$ cat config.mk
export PLATFORM = sky130hd
export DESIGN_NAME = oldest_active_timestamp_tracker_top
export DESIGN_NICKNAME = d
export VERILOG_FILES = /design/src/hw/rtl/oatt_pkg.sv /design/src/hw/rtl/oatt_table.sv /design/src/hw/rtl/oldest_active_timestamp_tracker_top.sv
export SDC_FILE = /design/constraint.sdc
export NUM_CORES = 2
export LEC_CHECK = 0
export ABC_AREA = 0
export BUFFER_PORTS_ARGS = -buffer_cell sky130_fd_sc_hd__buf_2
export CAP_MARGIN = 20
export CORE_MARGIN = 2
export CORE_UTILIZATION = 45
export DETAILED_ROUTE_END_ITERATION = 7
export SLEW_MARGIN = 20
export SYNTH_ARGS = -nofsm -noshare
export SYNTH_HDL_FRONTEND = slang
export SYNTH_SLANG_ARGS = --single-unit
export TNS_END_PERCENT = 10
$ cat constraint.sdc
create_clock -name clk_i -period 12.3 [get_ports clk_i]
set_clock_uncertainty 0.05 [all_clocks]
set_input_delay 1.845 -clock clk_i [delete_from_list [all_inputs] [get_ports clk_i]]
set_output_delay 1.845 -clock clk_i [all_outputs]
set_load 0.005 [all_outputs]
$ cat src/hw/rtl/oatt_pkg.sv
// Package with the constants, types and helpers of the timestamp tracker.
package oatt_pkg;

  localparam int TableDepth = 16;
  localparam int StampW     = 64;
  localparam int CntW       = $clog2(TableDepth + 1);
  localparam int LiveW      = 5;
  localparam int StatusW    = 2;
  localparam int ResFieldW  = StampW + LiveW + StatusW;
  localparam int OutDataW   = ((ResFieldW + 7) / 8) * 8;
  localparam int OutPadW    = OutDataW - ResFieldW;

  typedef enum logic {
    OpInsert = 1'b0,
    OpErase  = 1'b1
  } op_e;

  typedef enum logic [StatusW-1:0] {
    StatusOk     = 2'd0,
    StatusAbsent = 2'd1,
    StatusFull   = 2'd2,
    StatusOrder  = 2'd3
  } status_e;

  typedef struct packed {
    op_e               op;
    logic [StampW-1:0] stamp;
  } tbl_req_t;

  typedef struct packed {
    logic [StampW-1:0] oldest;
    logic [CntW-1:0]   count;
    status_e           status;
  } tbl_res_t;

  // Increment that sticks at the all-ones value.
  function automatic logic [StampW-1:0] sat_inc(input logic [StampW-1:0] v);
    logic [StampW-1:0] r;
    r = (&v) ? v : v + StampW'(1);
    return r;
  endfunction

endpackage

$ cat src/hw/rtl/oatt_table.sv
// Sorted table of active timestamps with insert and erase.
module oatt_table (
  input  logic              clk_i,
  input  logic              rst_ni,
  input  logic              apply_i,
  input  oatt_pkg::tbl_req_t req_i,
  output oatt_pkg::tbl_res_t res_o
);

  localparam int Depth = oatt_pkg::TableDepth;
  localparam int SW    = oatt_pkg::StampW;
  localparam int CW    = oatt_pkg::CntW;

  logic [SW-1:0]    entry_q [Depth];
  logic [SW-1:0]    entry_d [Depth];
  logic [Depth-1:0] entry_we;
  logic [Depth-1:0] valid_q, valid_d;
  logic [SW-1:0]    last_q, last_d;
  logic [SW-1:0]    oldest_q, oldest_d;
  logic [CW-1:0]    count_q, count_d;
  logic [Depth-1:0] match;
  logic [Depth-1:0] shift_en;
  logic             hit;
  oatt_pkg::status_e status;

  // Parallel match; the table is strictly increasing so at most one slot hits.
  always_comb begin
    for (int i = 0; i < Depth; i++) begin
      match[i]    = valid_q[i] && (entry_q[i] == req_i.stamp);
      shift_en[i] = |(match & ({Depth{1'b1}} >> (Depth - 1 - i)));
    end
    hit = |match;
  end

  always_comb begin
    valid_d  = valid_q;
    last_d   = last_q;
    oldest_d = oldest_q;
    count_d  = count_q;
    status   = oatt_pkg::StatusOk;
    entry_we = '0;
    for (int i = 0; i < Depth; i++) begin
      entry_d[i] = entry_q[i];
    end
    unique case (req_i.op)
      oatt_pkg::OpInsert: begin
        if (valid_q[Depth-1]) begin
          status = oatt_pkg::StatusFull;
        end else if (!valid_q[0] && (req_i.stamp < oldest_q)) begin
          status = oatt_pkg::StatusOrder;
        end else if (valid_q[0] && (req_i.stamp <= last_q)) begin
          status = oatt_pkg::StatusOrder;
        end else begin
          if (!valid_q[0]) begin
            oldest_d = req_i.stamp;
          end
          // The new entry lands in the first free slot after the valid prefix.
          for (int i = 0; i < Depth; i++) begin
            if (!valid_q[i] && ((i == 0) || valid_q[(i == 0) ? 0 : i - 1])) begin
              entry_we[i] = 1'b1;
              entry_d[i]  = req_i.stamp;
            end
          end
          valid_d = {valid_q[Depth-2:0], 1'b1};
          last_d  = req_i.stamp;
          count_d = count_q + CW'(1);
        end
      end
      oatt_pkg::OpErase: begin
        if (!hit) begin
          status = oatt_pkg::StatusAbsent;
        end else begin
          if (match[0]) begin
            oldest_d = valid_q[1] ? entry_q[1] : oatt_pkg::sat_inc(last_q);
          end
          // Close the gap: each slot from the hit up to the next-to-top slot takes its upper neighbor.
          for (int i = 0; i < Depth - 1; i++) begin
            if (shift_en[i]) begin
              entry_we[i] = 1'b1;
              entry_d[i]  = entry_q[i+1];
            end
          end
          valid_d = {1'b0, valid_q[Depth-1:1]};
          count_d = count_q - CW'(1);
        end
      end
      default: begin
        status = oatt_pkg::StatusOk;
      end
    endcase
  end

  always_ff @(posedge clk_i) begin
    for (int i = 0; i < Depth; i++) begin
      if (apply_i && entry_we[i]) begin
        entry_q[i] <= entry_d[i];
      end
    end
  end

  always_ff @(posedge clk_i or negedge rst_ni) begin
    if (!rst_ni) begin
      valid_q  <= '0;
      last_q   <= '0;
      oldest_q <= '0;
      count_q  <= '0;
    end else if (apply_i) begin
      valid_q  <= valid_d;
      last_q   <= last_d;
      oldest_q <= oldest_d;
      count_q  <= count_d;
    end
  end

  assign res_o.oldest = oldest_d;
  assign res_o.count  = count_d;
  assign res_o.status = status;

endmodule

$ cat src/hw/rtl/oldest_active_timestamp_tracker_top.sv
// Top level of the oldest-active-timestamp tracker with stream ports.
// A request passes from the input register through the table into the result register on the master side.
// Throughput: one request per cycle while the result side is not stalled.
// Reset (rst_ni low, asynchronous) empties the table and zeroes the oldest and last stamps.
// Stored stamps are not cleared by reset; only valid slots are ever read.
module oldest_active_timestamp_tracker_top (
  input  logic                          clk_i,
  input  logic                          rst_ni,
  // Request side.
  input  logic                          s_axis_tvalid_i,
  output logic                          s_axis_tready_o,
  input  logic [oatt_pkg::StampW-1:0]   s_axis_tdata_i,   // [63:0] stamp
  input  logic [0:0]                    s_axis_tuser_i,   // [0] operation (0 insert, 1 erase)
  // Result side.
  output logic                          m_axis_tvalid_o,
  input  logic                          m_axis_tready_i,
  output logic [oatt_pkg::OutDataW-1:0] m_axis_tdata_o    // [63:0] oldest_stamp,
                                                          // [68:64] live_count,
                                                          // [70:69] status, [71] zero
);

  // Input register: holds one request while the table works on it.
  logic                        in_vld_q;
  oatt_pkg::tbl_req_t          in_req_q;
  // Result register: parts the table from a stalled consumer.
  logic                        out_vld_q;
  logic [oatt_pkg::StampW-1:0] out_oldest_q;
  logic [oatt_pkg::LiveW-1:0]  out_live_q;
  oatt_pkg::status_e           out_status_q;

  logic                        advance;
  oatt_pkg::tbl_res_t          tbl_res;

  // The held request moves on when the result register is free or being emptied.
  assign advance         = in_vld_q && (!out_vld_q || m_axis_tready_i);
  assign s_axis_tready_o = !in_vld_q || advance;

  always_ff @(posedge clk_i or negedge rst_ni) begin
    if (!rst_ni) begin
      in_vld_q <= 1'b0;
    end else if (s_axis_tready_o) begin
      in_vld_q <= s_axis_tvalid_i;
    end
  end

  always_ff @(posedge clk_i) begin
    if (s_axis_tready_o && s_axis_tvalid_i) begin
      in_req_q.op    <= oatt_pkg::op_e'(s_axis_tuser_i[0]);
      in_req_q.stamp <= s_axis_tdata_i;
    end
  end

  // The table commits its state change in the same cycle the result is captured.
  oatt_table u_table (
    .clk_i   (clk_i),
    .rst_ni  (rst_ni),
    .apply_i (advance),
    .req_i   (in_req_q),
    .res_o   (tbl_res)
  );

  always_ff @(posedge clk_i or negedge rst_ni) begin
    if (!rst_ni) begin
      out_vld_q <= 1'b0;
    end else if (advance) begin
      out_vld_q <= 1'b1;
    end else if (m_axis_tready_i) begin
      out_vld_q <= 1'b0;
    end
  end

  // The live count is reported masked to the width of its field.
  always_ff @(posedge clk_i) begin
    if (advance) begin
      out_oldest_q <= tbl_res.oldest;
      out_live_q   <= oatt_pkg::LiveW'(tbl_res.count);
      out_status_q <= tbl_res.status;
    end
  end

  assign m_axis_tvalid_o = out_vld_q;
  assign m_axis_tdata_o  = {{oatt_pkg::OutPadW{1'b0}}, out_status_q, out_live_q, out_oldest_q};

endmodule

==> Word-level counts from Yosys, hierarchy flattened <==
Memory sizes are Yosys's and may differ from the RTL's.
Index checks and enable logic that the tools add are counted.
Widths: inputs -> output; s select.
{ "classes": {"addsub": 3, "magnitude_cmp": 2, "eq_ne": 20, "muxes": 135, "n_bitwise": 4, "n_reduce_logical": 92} }
{ "op_table": {"columns": ["op", "count"], "rows": [
  ["$mux 1024", 3],
  ["$mux 64", 41],
  ["$pmux 960 s2", 1],
  ["$eq 64x64->1", 16],
  ["$mux 960", 1],
  ["$pmux 64 s2", 1],
  ["$mux 16", 7],
  ["$mux 1", 68],
  ["$add 64x1->64 const B", 1],
  ["$le 64x64->1", 1],
  ["$lt 64x64->1", 1],
  ["$reduce_and 64->1", 1],
  ["$reduce_or 64->1", 1],
  ["$logic_and 1x1->1", 51],
  ["$pmux 16 s2", 1],
  ["$pmux 15 s2", 1],
  ["$mux 5", 4],
  ["$logic_not 1->1", 18],
  ["$reduce_or 16->1", 1],
  ["$mux 15", 1],
  ["$reduce_or 15->1", 1],
  ["$reduce_or 14->1", 1],
  ["$reduce_or 13->1", 1],
  ["$reduce_or 12->1", 1],
  ["23 further kinds", 32]
]} }
{ "totals": {"regBits": 287, "ram_bits": 1024, "input_bits": 69, "out_inout_bits": 74, "wordCells": 269, "memories": 1} }
{ "mem_list": {"columns": ["name", "depth", "word_bits", "read_ports", "rd_clocked_by_memory_dff", "write_ports", "line_no", "rtl"], "rows": [
  ["u_table.entry_q", 16, 64, 16, 0, 15, "oatt_table.sv:14", "logic [SW-1:0] entry_q [Depth];"]
]} }

==> Longest topological paths before layout <==
{ "logic_depth": {"depth_word": 12, "mapped_depth": 15, "mapped_depth_nobuf": 12} }

==> Hierarchy <==
A second synthesis with hierarchy kept.
{ "hier_totals": {"hier_cells": 6615, "hier_area_um2": 68520.7} }
{ "by_module_without_submodules": {"columns": ["mod", "n_inst", "cells_each", "area_each_um2", "seq_area_each_um2"], "rows": [
  ["oatt_table", 1, 6469, 64321.7, 34478.1],
  ["oldest_active_timestamp_tracker_top", 1, 146, 4199.0, 4134.0]
]} }

==> Worst setup path after synthesis <==
Ideal clock, no wire load.
{ "synth_timing": {"kind": "reg-to-reg", "startpoint": "register in_req_q[57] (netlist name)", "endpoint": "memory u_table.entry_q[1][448] (netlist name), enable pin", "setup_ps": 565, "t_arrival_ps": 6953, "required_ps": 11685, "setup_slack_ps": 4732, "stages_incl_launch_ff": 13, "path_buffers": 2, "period_less_slack_ps": 7568, "path_cell_list": "edfxtp_1 > ha_1 > nand4_1 > nor4_2 > nand4_1 > nor4_2 > a211oi_2 > a21boi_4 > or2_1 > buf_4 > nand2_1 > clkbuf_1 > nor3_1"} }
{ "synth_rtl": {"columns": ["item", "line_no", "rtl"], "rows": [
  ["start, declared", "oldest_active_timestamp_tracker_top.sv:24", "oatt_pkg::tbl_req_t in_req_q;"],
  ["end, declared", "oatt_table.sv:14", null]
]} }

==> insert_results.sql <==
INSERT INTO impl_metrics (metric_group, metric, value, unit) VALUES
('timing', 'hold_viol_final', '0', ''),
('clocking', 'cts-root-to-sink-buffers', '3', ''),
('floorplanning', 'fp.coreArea', '151500', 'sq um'),
('outcome', 'run_status', 'completed', ''),
('routing', 'vias', '57570', ''),
('worst_setup_path', 'regToRegSetupSlack', '5.02', 'ns'),
('flow_run', 'drv_cap', '0', ''),
('timing', 'slew_headroom', '0.1216', ''),
('clocking', 'clock_sinks', '1311', ''),
('clocking', 'post_cts.repair.setup_buffers', '0', ''),
('cells_and_area', 'post_layout_nonfiller_instances', '8808', ''),
('min_path', 'worst_hold_path_type', 'register to register', ''),
('timing', 'actual_transition_at_the_worst_max_transition_pin', '1.314', 'ns'),
('synth', 'ys_top_cells_by_area', 'edfxtp_1, nand2_1, xnor2_1, dfrtp_1, xor2_1', ''),
('power', 'p_total', '10.35', 'mW'),
('timing', 'setup_tns', '0', 'ns'),
('placed_design', 'post-dp-hpwl', '248700', 'um'),
('synth', 'synthMostInstantiatedCell', 'nand2_1', ''),
('timing', 'postLayoutSetupSlackWorst', '5.022', 'ns'),
('placed_design', 'place.port_buffers', '141', ''),
('placed_design', 'place.gp.congestion', '1.053', ''),
('clocking', 'cts_repair_resize_count', '0', ''),
('timing', 'finalWorstPathRequiredPeriod', '7.278', 'ns'),
('global_route', 'wire_length_of_the_first_global_routing_pass', '475900', 'um'),
('floorplanning', 'start_util', '0.4518', ''),
('timing', 'setup_viol_count_final', '0', ''),
('routing', 'drt_first_iter_violations', '10450', ''),
('synth', 'mappedNetlistArea', '68460', 'sq um'),
('routing', 'vias_per_cell', '6.536', ''),
('synth', 'synthFlopType', 'edfxtp_1', ''),
('synth', 'cell_type_with_the_highest_aggregate_area_in_the_netlist', 'edfxtp_1', ''),
('synth', 'synth.ff_latch_count', '1311', ''),
('power', 'leakage', '30.72', 'nW'),
('timing', 'maxSlewViolCount', '0', ''),
('clocking', 'worst_skew_late_latency', '0.83', 'ns'),
('synth', 'synth_top_cells_by_count', 'nand2_1, edfxtp_1, xnor2_1', ''),
('routing', 'post_route_ant_nets', '0', ''),
('worst_setup_path', 'path_class', 'register to register', ''),
('global_route', 'grt_overflow', '0', ''),
('worst_setup_path', 'worstSetupStartpointType', 'register', ''),
('clocking', 'cts_tree', 'built', ''),
('clocking', 'cts_root_buffer', 'clkbuf_16', ''),
('routing', 'detail_route.wirelength', '360800', 'um'),
('global_route', 'largest_net_degree_at_the_start_of_global_routing', '172', ''),
('power', 'power-per-cell-area', '135.4', 'nW/um^2'),
('power', 'ir_drop', '107.0', 'uV'),
('global_route', 'globalRouteTotalUtil', '0.4554', ''),
('cells_and_area', 'fillCellCount', '14000', ''),
('synth', 'yosysWarnings', '0', ''),
('worst_setup_path', 'worst-path-max-fanout', '55', ''),
('timing', 'unrepaired_setup_endpoints_after_global_routing', 'no', ''),
('synth', 'synthDominantCellAreaShare', '0.5088', ''),
('clocking', 'clk_transition_reported_paths', '0.06', 'ns'),
('synth', 'number_of_enable_flip_flop_cells_after_synthesis', '1160', ''),
('worst_setup_path', 'arrival', '7.76', 'ns'),
('synth', 'post_synth_num_cell_types', '81', ''),
('synth', 'netlist_instances', '6552', ''),
('clocking', 'number_of_buffers_inserted_by_hold_repair_at_cts', '0', ''),
('timing', 'min_period_over_period', '0.5917', ''),
('global_route', 'number_of_antenna_violations_at_the_first_check_in_global_routing', '39', ''),
('routing', 'drt_drc_violations_left', '0', ''),
('clocking', 'cts_buffers', '152', ''),
('synth', 'yosysSeqAreaShare', '0.5640', ''),
('clocking', 'cts-htree-levels', '4', ''),
('placed_design', 'placed_cells', '8511', ''),
('global_route', 'via_count_of_the_first_global_routing_pass', '53480', ''),
('synth', 'postSynth.asyncResetShare', '0.1152', ''),
('floorplanning', 'die_x', '394.1', 'um'),
('routing', 'wl_per_cell', '40.96', 'um'),
('worst_setup_path', 'worst_ep_required_time', '12.78', 'ns'),
('routing', 'drtPass1Iterations', '6', ''),
('floorplanning', 'floorplan.die_area', '155300', 'sq um'),
('timing', 'finalHoldWorstSlack', '0.4450', 'ns'),
('worst_setup_path', 'critPathCaptureType', 'register', ''),
('floorplanning', 'floorplan.rows', '143', ''),
('timing', 'max_clock_freq', '137.4', 'MHz'),
('floorplanning', 'io_pins', '143', ''),
('cells_and_area', 'area_delta_synth_final', '11.70', '%'),
('synth', 'synth.avg_cell_area', '10.45', 'sq um'),
('floorplanning', 'chipHeight', '394.1', 'um'),
('cells_and_area', 'layout-drive-gt1-share', '0.09448', ''),
('placed_design', 'post-place-ws', '5.273', 'ns'),
('synth', 'synthesis.nets', '6751', ''),
('cells_and_area', 'fin_nets', '6836', '');
-- path summary, 6_finish.rpt --
| path | from | to | cells past startpoint |
|---|---|---|---|
| setup / recovery | in_req_q[57] | u_table.entry_q[1][229] | 13 |
| hold / removal | u_table.count_q[4] | u_table.count_q[4] | 1 |
| setup reg to reg | in_req_q[57] | u_table.entry_q[1][229] | 13 |
| hold reg to reg | u_table.count_q[4] | u_table.count_q[4] | 1 |
| max in group asynchronous | rst_ni | u_table.last_q[43] | 2 |
| min in group asynchronous | rst_ni | u_table.oldest_q[30] | 1 |
-- layout make-up --
cell class	instances	area, sq um	area share
multi-input combinational	4531	27010	0.3532
sequential	1311	38610	0.5049
clock buffer	193	4110	0.05375
tap	2030	2540	0.03321
antenna	15	37.54	0.0004909
inverter	314	1185	0.01549
clock inverter	87	807.0	0.01055
timing repair buffer	327	2172	0.02840
-- routing by layer --
| layer | track usage | up-vias | share of wire |
|---|---|---|---|
| met1 | 0.5724 | 28540 | 0.36 |
| met2 | 0.6459 | 4796 | 0.41 |
| met4 | 0.3729 | 28 | 0.10 |
| li1 | - | 22950 | - |
| met5 | 0 | - | 0.00053 |
| met3 | 0.1386 | 1255 | 0.13 |
-- through the flow --
stage / utilization / cell area, sq um
2_1_floorplan: - / 68460
3_3_place_gp: 0.4714 / 71440
3_5_place_dp: 0.4717 / 71480
4_1_cts: 0.5041 / 76400
5_1_grt: 0.5044 / 76450
6_report: 0.5046 / 76470
-- logic make-up (layout without fill, tap and decap cells) --
| kind of cell | count (synthesis) | after routing | share of synthesized area |
|---|---|---|---|
| flip-flops | 1311 | 1311 | 0.5640 |
| adder cells (fa/ha/maj) | 130 | 130 | 0.02376 |
| AND/OR/NAND/NOR | 2639 | 2639 | 0.1684 |
| XOR/XNOR | 871 | 871 | 0.1114 |
| multiplexers | 44 | 44 | 0.007164 |
| buffers and inverters | 710 | 921 | 0.04530 |
| other | 1 | 16 | 0.00005477 |
| AO/OA/AOI/OAI | 846 | 846 | 0.07990 |
-- worst max-delay path, stage by stage, from the launching register on --
cell,delay (ns)
edfxtp_1,0.32
buf_4,0.59
ha_1,0.28
nand4_1,0.19
nor4_1,0.98
nand4_1,0.22
a31oi_1,0.25
a211oi_1,0.16
nor4_2,0.93
or2_4,0.61
buf_4,0.76
nand2_1,0.78
buf_4,0.46
o21ai_0,0.28
-- layout by cell type, fill, tap and decap left out, types with 49 or more instances in the layout --
master,count
inv_1,308
nor2_1,77
nand3_1,68
nand2_1,1867
buf_4,179
nor3_1,49
xnor2_1,682
o22ai_1,123
a21oi_1,90
clkbuf_16,154
dfrtp_1,150
nor4_1,118
ha_1,130
nand2b_1,109
buf_2,140
o21ai_0,299
edfxtp_1,1160
xor2_1,189
nand4_1,219
-- power breakdown --
group / total, mW / switching [mW] / internal [mW] / leakage, nW
Sequential: 4.85 / 0.00786 / 4.85 / 12.3
Clock: 4.60 / 2.01 / 2.59 / 2.38
Combinational: 0.901 / 0.681 / 0.220 / 16.0
-- flip-flops by register name, indices dropped and copies added (netlist names) --
signal	flops
u_table.entry_q	1024
in_req_q	65
out_oldest_q	64
u_table.last_q	64
u_table.oldest_q	64
u_table.valid_q	16
out_live_q	5
u_table.count_q	5
out_status_q	2
in_vld_q	1
m_axis_tvalid_o	1
Note: power is estimated with default switching activity, not from simulation.
